[config.mk]
export PLATFORM = sky130hd
export DESIGN_NAME = sorted_priority_queue
export DESIGN_NICKNAME = d
export VERILOG_FILES = /design/src/spq_pkg.sv /design/src/spq_cell.sv /design/src/spq_pick.sv /design/src/sorted_priority_queue.sv
export VERILOG_INCLUDE_DIRS = /design/src /design/src/src
export SDC_FILE = /design/constraint.sdc
export NUM_CORES = 2
export LEC_CHECK = 0
export BUFFER_PORTS_ARGS = -buffer_cell sky130_fd_sc_hd__buf_2
export CAP_MARGIN = 40
export CELL_PAD_IN_SITES_DETAIL_PLACEMENT = 1
export CELL_PAD_IN_SITES_GLOBAL_PLACEMENT = 1
export CORE_MARGIN = 1.5
export CORE_UTILIZATION = 45
export CTS_CLUSTER_SIZE = 28
export DETAILED_ROUTE_END_ITERATION = 6
export GPL_TIMING_DRIVEN = 0
export PLACE_DENSITY_LB_ADDON = 0.1
export SKIP_LAST_GASP = 1
export SLEW_MARGIN = 25
export SYNTH_ARGS = -nofsm -noshare
export SYNTH_HDL_FRONTEND = slang
export SYNTH_SLANG_ARGS = --single-unit
[constraint.sdc]
create_clock -name clk -period 16.6 [get_ports clk]
set_clock_uncertainty 0.15 [all_clocks]
set_input_delay 0 -clock clk [delete_from_list [all_inputs] [get_ports clk]]
set_output_delay 0 -clock clk [all_outputs]
set_load 0.01 [all_outputs]
[src/assert_macros.svh]
// assertion helpers used by sorted_priority_queue.sv
// all of them sample on the rising clock edge and are off while reset is low
`ifndef ASSERT_MACROS_SVH
`define ASSERT_MACROS_SVH
`ifndef SYNTHESIS
`define SPQ_ASSERT(lbl, clk, rst_n, expr) \
	lbl: assert property (@(posedge clk) disable iff (!rst_n) (expr)) \
		else $error("spq assertion failed");
`define SPQ_ASSERT_SAME(lbl, clk, rst_n, ante, cons) \
	lbl: assert property (@(posedge clk) disable iff (!rst_n) (ante) |-> (cons)) \
		else $error("spq assertion failed");
`define SPQ_ASSERT_NEXT(lbl, clk, rst_n, ante, cons) \
	lbl: assert property (@(posedge clk) disable iff (!rst_n) (ante) |=> (cons)) \
		else $error("spq assertion failed");
`else
`define SPQ_ASSERT(lbl, clk, rst_n, expr)
`define SPQ_ASSERT_SAME(lbl, clk, rst_n, ante, cons)
`define SPQ_ASSERT_NEXT(lbl, clk, rst_n, ante, cons)
`endif
`endif

[src/spq_pkg.sv]
`default_nettype none
package spq_pkg;

	typedef enum logic [1:0] {
		KIND_INSERT = 2'd0,
		KIND_PEEK   = 2'd1,
		KIND_POP    = 2'd2,
		KIND_REMOVE = 2'd3
	} kind_t;

	typedef enum logic [1:0] {
		ST_OK       = 2'd0,
		ST_EMPTY    = 2'd1,
		ST_FULL     = 2'd2,
		ST_NOTFOUND = 2'd3
	} status_t;

	localparam int IdBits   = 16;
	localparam int PrioBits = 8;
	localparam int AgeBits  = 8;
	localparam int OccBits  = 5;

	typedef struct packed {
		logic [1:0]          kind;
		logic [PrioBits-1:0] priority_req;
		logic [AgeBits-1:0]  age;
		logic [IdBits-1:0]   target_id;
	} req_t;

	typedef struct packed {
		logic [1:0]          status;
		logic [IdBits-1:0]   entry_id;
		logic [PrioBits-1:0] entry_priority;
		logic [AgeBits-1:0]  entry_age;
		logic [OccBits-1:0]  occupancy;
	} rsp_t;

	// slot contents other than the priority
	typedef struct packed {
		logic [IdBits-1:0]  ident;
		logic [AgeBits-1:0] payload;
	} slot_data_t;

	// broadcast from the control to every cell
	typedef struct packed {
		logic              insert_en;
		logic              remove_en;
		logic [IdBits-1:0] target;
		slot_data_t        new_data;
	} cell_cmd_t;

endpackage
`default_nettype wire

[src/spq_cell.sv]
`default_nettype none
module spq_cell import spq_pkg::*; #(
	parameter int PW = 8
) (
	input  wire logic          clk,
	input  wire cell_cmd_t     cmd,
	input  wire logic [PW-1:0] new_prio,
	input  wire logic          occupied,
	input  wire logic          left_ge,
	input  wire logic [PW-1:0] left_prio,
	input  wire slot_data_t    left_data,
	input  wire logic [PW-1:0] right_prio,
	input  wire slot_data_t    right_data,
	input  wire logic          shift,
	output logic               ge,
	output logic               match,
	output logic [PW-1:0]      prio,
	output slot_data_t         data
);

	logic [PW-1:0] prio_q, prio_d;
	slot_data_t    data_q, data_d;

	// held entry ranks ahead of the new one (ties keep arrival order)
	assign ge    = occupied && (prio_q >= new_prio);
	assign match = occupied && (data_q.ident == cmd.target);
	assign prio  = prio_q;
	assign data  = data_q;

	always_comb begin
		prio_d = prio_q;
		data_d = data_q;
		if (cmd.insert_en && !ge) begin
			if (left_ge) begin
				prio_d = new_prio;
				data_d = cmd.new_data;
			end else begin
				prio_d = left_prio;
				data_d = left_data;
			end
		end else if (cmd.remove_en && shift) begin
			prio_d = right_prio;
			data_d = right_data;
		end
	end

	always_ff @(posedge clk) begin
		prio_q <= prio_d;
		data_q <= data_d;
	end

endmodule
`default_nettype wire

[src/spq_pick.sv]
`default_nettype none
module spq_pick import spq_pkg::*; #(
	parameter int N  = 16,
	parameter int PW = 8
) (
	input  wire logic [N-1:0]  match,
	input  wire logic [PW-1:0] prio [N],
	input  wire slot_data_t    data [N],
	output logic [N-1:0]       shift,
	output logic               found,
	output logic [PW-1:0]      sel_prio,
	output slot_data_t         sel_data
);

	logic [N-1:0] first_hit;

	// a cell shifts when the removed slot is at or before it
	for (genvar i = 0; i < N; i++) begin : g_prefix
		assign shift[i] = |match[i:0];
	end

	assign first_hit = match & ~{shift[N-2:0], 1'b0};
	assign found     = shift[N-1];

	always_comb begin
		sel_prio = '0;
		sel_data = '0;
		for (int i = 0; i < N; i++) begin
			if (first_hit[i]) begin
				sel_prio = sel_prio | prio[i];
				sel_data = sel_data | data[i];
			end
		end
	end

endmodule
`default_nettype wire

[src/sorted_priority_queue.sv]
// a transferred request waits in the request register, then the step writes its response into the response register
// throughput: one request per cycle while responses are taken; a stalled response holds the step
// every operation, insert shift or remove shift included, finishes in the step
// reset clears the entry count, the id counter and both valid flags; slot contents stay undefined
`default_nettype none
`include "assert_macros.svh"
module sorted_priority_queue import spq_pkg::*; #(
	parameter int QUEUE_DEPTH = 16,
	parameter int PRIO_BITS   = 8
) (
	input  wire logic clk,
	input  wire logic arst_n,
	input  wire logic req_valid,
	output logic      req_stall,
	input  wire req_t req,
	output logic      rsp_valid,
	input  wire logic rsp_stall,
	output rsp_t      rsp
);

	// stored priority width: only the low min(PRIO_BITS, 8) bits of an 8 bit field survive
	localparam int PW = (PRIO_BITS < PrioBits) ? PRIO_BITS : PrioBits;
	localparam int CW = $clog2(QUEUE_DEPTH + 1);

	// request register and response register
	req_t  req_s1;
	logic  s1_valid_q;
	rsp_t  rsp_q;
	logic  rsp_valid_q;

	// queue bookkeeping
	logic [CW-1:0]     count_q, count_d;
	logic [IdBits-1:0] id_q, id_d;

	// step control
	logic      advance;
	logic      fire;
	logic      empty;
	logic      full;
	logic      ins, rm, pop_sel;
	status_t   st;
	rsp_t      rsp_d;
	cell_cmd_t cmd;
	logic [PW-1:0] new_prio;

	// chain wiring
	logic [PW-1:0]     cell_prio [QUEUE_DEPTH];
	slot_data_t        cell_data [QUEUE_DEPTH];
	logic [QUEUE_DEPTH-1:0] ge_v, match_v, occ_v, shift_v, pick_shift;
	logic              found;
	logic [PW-1:0]     sel_prio;
	slot_data_t        sel_data;

	// the step runs when the response register is free or being emptied
	assign advance   = !rsp_valid_q || !rsp_stall;
	assign fire      = s1_valid_q && advance;
	assign req_stall = s1_valid_q && !advance;
	assign rsp_valid = rsp_valid_q;
	assign rsp       = rsp_q;

	assign empty    = (count_q == '0);
	assign full     = (count_q == CW'(QUEUE_DEPTH));
	assign new_prio = req_s1.priority_req[PW-1:0];

	// broadcast to the cells, only live in the step cycle
	assign cmd.insert_en         = fire && ins;
	assign cmd.remove_en         = fire && rm;
	assign cmd.target            = req_s1.target_id;
	assign cmd.new_data.ident    = id_d;
	assign cmd.new_data.payload  = req_s1.age;

	// pop always removes the head, so every cell shifts
	assign shift_v = pop_sel ? '1 : pick_shift;

	// row of slots, head at index 0
	for (genvar i = 0; i < QUEUE_DEPTH; i++) begin : g_cell
		logic          l_ge;
		logic [PW-1:0] l_prio, r_prio;
		slot_data_t    l_data, r_data;

		assign occ_v[i] = (count_q > CW'(i));

		if (i == 0) begin : g_head
			assign l_ge   = 1'b1;
			assign l_prio = new_prio;
			assign l_data = cmd.new_data;
		end else begin : g_body
			assign l_ge   = ge_v[i-1];
			assign l_prio = cell_prio[i-1];
			assign l_data = cell_data[i-1];
		end

		if (i == QUEUE_DEPTH - 1) begin : g_tail
			assign r_prio = cell_prio[i];
			assign r_data = cell_data[i];
		end else begin : g_inner
			assign r_prio = cell_prio[i+1];
			assign r_data = cell_data[i+1];
		end

		spq_cell #(.PW(PW)) u_cell (
			.clk        (clk),
			.cmd        (cmd),
			.new_prio   (new_prio),
			.occupied   (occ_v[i]),
			.left_ge    (l_ge),
			.left_prio  (l_prio),
			.left_data  (l_data),
			.right_prio (r_prio),
			.right_data (r_data),
			.shift      (shift_v[i]),
			.ge         (ge_v[i]),
			.match      (match_v[i]),
			.prio       (cell_prio[i]),
			.data       (cell_data[i])
		);
	end

	// first matching slot nearest the head, and the shift mask behind it
	spq_pick #(.N(QUEUE_DEPTH), .PW(PW)) u_pick (
		.match    (match_v),
		.prio     (cell_prio),
		.data     (cell_data),
		.shift    (pick_shift),
		.found    (found),
		.sel_prio (sel_prio),
		.sel_data (sel_data)
	);

	// operation decode and response fields
	always_comb begin
		st      = ST_OK;
		count_d = count_q;
		id_d    = id_q;
		ins     = 1'b0;
		rm      = 1'b0;
		pop_sel = 1'b0;
		rsp_d   = '0;
		case (req_s1.kind)
			KIND_INSERT: begin
				if (full) begin
					st = ST_FULL;
				end else begin
					id_d                 = id_q + IdBits'(1);
					ins                  = 1'b1;
					count_d              = count_q + CW'(1);
					rsp_d.entry_id       = id_d;
					rsp_d.entry_priority = PrioBits'(new_prio);
					rsp_d.entry_age      = req_s1.age;
				end
			end
			KIND_PEEK, KIND_POP: begin
				if (empty) begin
					st = ST_EMPTY;
				end else begin
					rsp_d.entry_id       = cell_data[0].ident;
					rsp_d.entry_priority = PrioBits'(cell_prio[0]);
					rsp_d.entry_age      = cell_data[0].payload;
					if (req_s1.kind == KIND_POP) begin
						rm      = 1'b1;
						pop_sel = 1'b1;
						count_d = count_q - CW'(1);
					end
				end
			end
			KIND_REMOVE: begin
				if (empty) begin
					st = ST_EMPTY;
				end else if (!found) begin
					st = ST_NOTFOUND;
				end else begin
					rm                   = 1'b1;
					count_d              = count_q - CW'(1);
					rsp_d.entry_id       = sel_data.ident;
					rsp_d.entry_priority = PrioBits'(sel_prio);
					rsp_d.entry_age      = sel_data.payload;
				end
			end
			default: begin
				st = ST_OK;
			end
		endcase
		rsp_d.status    = st;
		rsp_d.occupancy = OccBits'(count_d);
	end

	// control state
	always_ff @(posedge clk or negedge arst_n) begin
		if (!arst_n) begin
			s1_valid_q  <= 1'b0;
			rsp_valid_q <= 1'b0;
			count_q     <= '0;
			id_q        <= '0;
		end else begin
			if (req_valid && !req_stall) begin
				s1_valid_q <= 1'b1;
			end else if (fire) begin
				s1_valid_q <= 1'b0;
			end
			if (fire) begin
				rsp_valid_q <= 1'b1;
				count_q     <= count_d;
				id_q        <= id_d;
			end else if (!rsp_stall) begin
				rsp_valid_q <= 1'b0;
			end
		end
	end

	// payload registers
	always_ff @(posedge clk) begin
		if (req_valid && !req_stall) begin
			req_s1 <= req;
		end
		if (fire) begin
			rsp_q <= rsp_d;
		end
	end

	`SPQ_ASSERT(a_count_bound, clk, arst_n, count_q <= CW'(QUEUE_DEPTH))
	`SPQ_ASSERT_NEXT(a_step_gives_rsp, clk, arst_n, fire, rsp_valid_q)
	`SPQ_ASSERT_NEXT(a_state_holds, clk, arst_n, !fire, $stable(count_q) && $stable(id_q))
	`SPQ_ASSERT_SAME(a_full_refusal, clk, arst_n, fire && st == ST_FULL, full)
	`SPQ_ASSERT_SAME(a_empty_status, clk, arst_n, fire && st == ST_EMPTY, empty)

endmodule
`default_nettype wire

==> key figures <==
GRT
  – Grt peak-use layer: met2
  – Vias in the first global route: 38,410
  – Global routing usage on met1: 0.5560
  – Met3 Use GR: 0.06778
  – Pin count of the biggest net entering global routing: 26
  – First-pass GRT wire length: 270.5 mm
  – Initial antenna violation count: 3
  – Gr ovfl total: 0
  – GRT Total Usage: 0.4179
  – Met2 Use GR: 0.6434

Route
  – DRC viols: 5
  – Router iterations before antenna repair: 7
  – 1st-iter DRT viols: 5,264
  – DR vias/cell: 6.550
  – Via count: 38,320
  – Wirelength, routed: 191.6 mm
  – Routed len/inst: 32.75 µm
  – Final ANT Viol Nets: 0

Floorplan
  – Io pins: 79
  – Die Footprint: 90,170 µm²
  – Initial core utilization: 0.4563
  – Num rows: 108
  – Core area: 87,160 µm²
  – Die width: 300.3 µm
  – Die Span Y: 300.3 µm

Timing
  – Final Hold Vio Count: 0
  – Slew HR: 0.3448
  – RSZ-0062 raised after global routing: no
  – Final WS setup: 10.83 ns
  – Worst-Margin Slew: 0.9829 ns
  – TNS Setup: 0 ns
  – Crit share post-route: 0.3474
  – Max-slew violations: 0
  – Fin crit period: 5.767 ns
  – Endpoints failing setup: 0
  – Fmax: 0.1734 GHz

Setup path
  – Req. time, crit path: 16.82 ns
  – Crit Path Class: flop to flop
  – Crit. End Element: flop
  – Crit path launch type: flop
  – CP arrival: 5.99 ns
  – Most common cell on crit path: buf_2
  – Crit path max fanout: 10
  – Critical path's largest stage delay: 0.64 ns
  – Cells along the critical path: buf_2 -> nor3_2 -> o21a_1 -> nor4_1 -> nand2_1 -> nand3b_1 -> or2_2 -> nor4b_2 -> buf_2 -> clkbuf_1 -> a222oi_1 -> and2_1 -> a32oi_1
  – Slowest cell on the critical path: clkbuf_1

CTS
  – Sink count of the clock tree: 608
  – CTS clock-pin slew for the worst setup and hold paths: 0.06 ns
  – TritonCTS buffer count: 75
  – CTS max path bufs: 3
  – CTS tree: done
  – Clk root buf: clkbuf_16
  – CTS H-tree lvls: 3
  – Clk_lat worst skew: 0.70 ns
  – Number of setup buffers added after CTS: 0

Synthesis
  – Count leader, synth: nand2_1
  – FF+latch count, synth: 608
  – Synth Area in Compound Gates: 0.1984
  – Number of synthesized flops with an enable pin: 585
  – FFs w/ async S/R, synth: 0.03783
  – Area of the mapped netlist: 39,770 µm²
  – Unique cell type count in the Yosys netlist: 75
  – Main area contributors after synthesis: edfxtp_1 (44%), o21ai_0 (6.9%), nand2_1 (6.0%)
  – Avg Inst Size Synth: 9.134 µm²
  – Post-Syn Instances: 4,354
  – Synth area leader: edfxtp_1
  – Post-synthesis mux area share: 0.04430
  – Ys flop type: edfxtp_1
  – Simple logic cell fraction of the synthesized area: 0.1432
  – Mapped Nets: 4,532
  – YS warnings: 0
  – Synth top area share: 0.4417
  – Main combinational cell family by area after synthesis: compound AO/OA/AOI/OAI gates
  – Post-synthesis adder-cell area fraction: 0.04404
  – XOR/XNOR share of the synthesized area: 0.06585
  – Commonest cells in the netlist: nand2_1 (632), edfxtp_1 (585), o21ai_0 (547), nor2_1 (431), a21oi_1 (426)
  – Seq/Total Area, Yosys: 0.4562

Power and ir drop
  – Leak: 0.01767 µW
  – Power Density: 119.2 nW/µm²
  – Worst vdd ir: 0.00009632 V
  – Overall power: 5453 µW

Run status
  – Failing checks: design-rule violations
  – Outcome: complete, but fails checks

Cells and area
  – Area growth syn-to-layout: 15.06%
  – Final core occ: 0.5250
  – Layout Nets: 4,819
  – Share of cells above drive strength 1: 0.07796
  – Fillcell total: 9,968

Placement
  – Port-buffer cells: 78
  – Worst slack, placed: 11.06 ns
  – Post-detail-place hpwl: 153.0 mm
  – RD Place Congestion: 1.020

Worst hold path
  – HP Class: input port to flop

Job
  – Max-cap violations: 0
layout by cell type (no fill, tap or decap), drive strengths merged, types with 140 or more instances in the layout:
master  instances
a21oi         426
buf           217
clkbuf        379
edfxtp        585
ha            140
mux2i         140
nand2         632
nor2          431
o21ai         559
xor2          160
stage by stage:
| stage | cell area [µm²] | instances | hold WS, ns |
|---|---|---|---|
| CTS | 45670 | 5839 | 0.05517 |
| detailed placement | 42560 | 5633 | -0.1162 |
| finish | 45760 | 5851 | 0.05084 |
| global route | 45760 | 5850 | 0.1120 |
| floorplan | 39770 | 4354 | -0.4456 |
| global placement | 41610 | 5587 | -0.1211 |
logic make-up after synthesis:
kind of cell               Yosys count
AOI/OAI and AO/OA                 1334
and+or+nand+nor                   1333
DFF                                608
buffers and inverters              468
xor gates and xnor gates           299
muxes                              172
adders and majority gates          140
per-layer routing:
layer	routed length (µm)	vias to the layer above
met4	12740	0
met5	0	-
met3	17910	548
met1	76260	19130
li1	-	16320
met2	84720	2319
worst paths after layout:
path	to	slack (ns)	cells after the start	start
setup / recovery	rsp[26]$_DFFE_PP_	10.83	13	count_q[3]$_DFFE_PN0P_
hold / removal	s1_valid_q$_DFFE_PN0P_	0.05	4	rsp_stall
setup reg to reg	rsp[26]$_DFFE_PP_	10.83	13	count_q[3]$_DFFE_PN0P_
hold reg to reg	rsp_valid$_DFFE_PN0P_	0.34	1	s1_valid_q$_DFFE_PN0P_
max in group asynchronous	id_q[13]$_DFFE_PN0P_	15.89	4	arst_n
min in group asynchronous	count_q[3]$_DFFE_PN0P_	0.23	4	arst_n
where the power goes:
part	total, µW	switching, µW	internal (µW)
logic	1750	1220	529
clock network	1650	735	913
registers	2050	169	1880
total	5450	2130	3320
flip-flops by register name, summed over array words and instances (netlist names):
signal / count
g_cell.u_cell.data: 384
g_cell.u_cell.prio: 128
rsp: 39
cmd: 24
id_q: 16
g_cell.l_prio: 8
count_q: 5
req_s1: 2
rsp_valid: 1
s1_valid_q: 1
worst max-delay path: cells and delay by family (launching register included):
family                 cells  cell delay, ns
AO/OA/AOI/OAI              3            1.45
flip-flops                 1            0.36
AND/OR/NAND/NOR            7            2.31
buffers and inverters      3            1.16
repair_timing:
| action | CTS | global route |
|---|---|---|
| hold buffers | 75 | 0 |
| resized for setup | 0 | 0 |
| hold endpoints to repair | 93 | 0 |
cell type report:
class                      count  area, µm²  area share
antenna                        1      2.502  0.00005469
buffer                       366       1536     0.03358
clock buffer                  94       2019     0.04413
clock inverter                37      327.8    0.007164
inverter                     102      382.9    0.008367
multi-input combinational   3278      19910      0.4351
sequential                   608      18140      0.3965
tap                         1155       1445     0.03158
timing repair buffer         210       1992     0.04353
(Power assumes the default switching activity.)
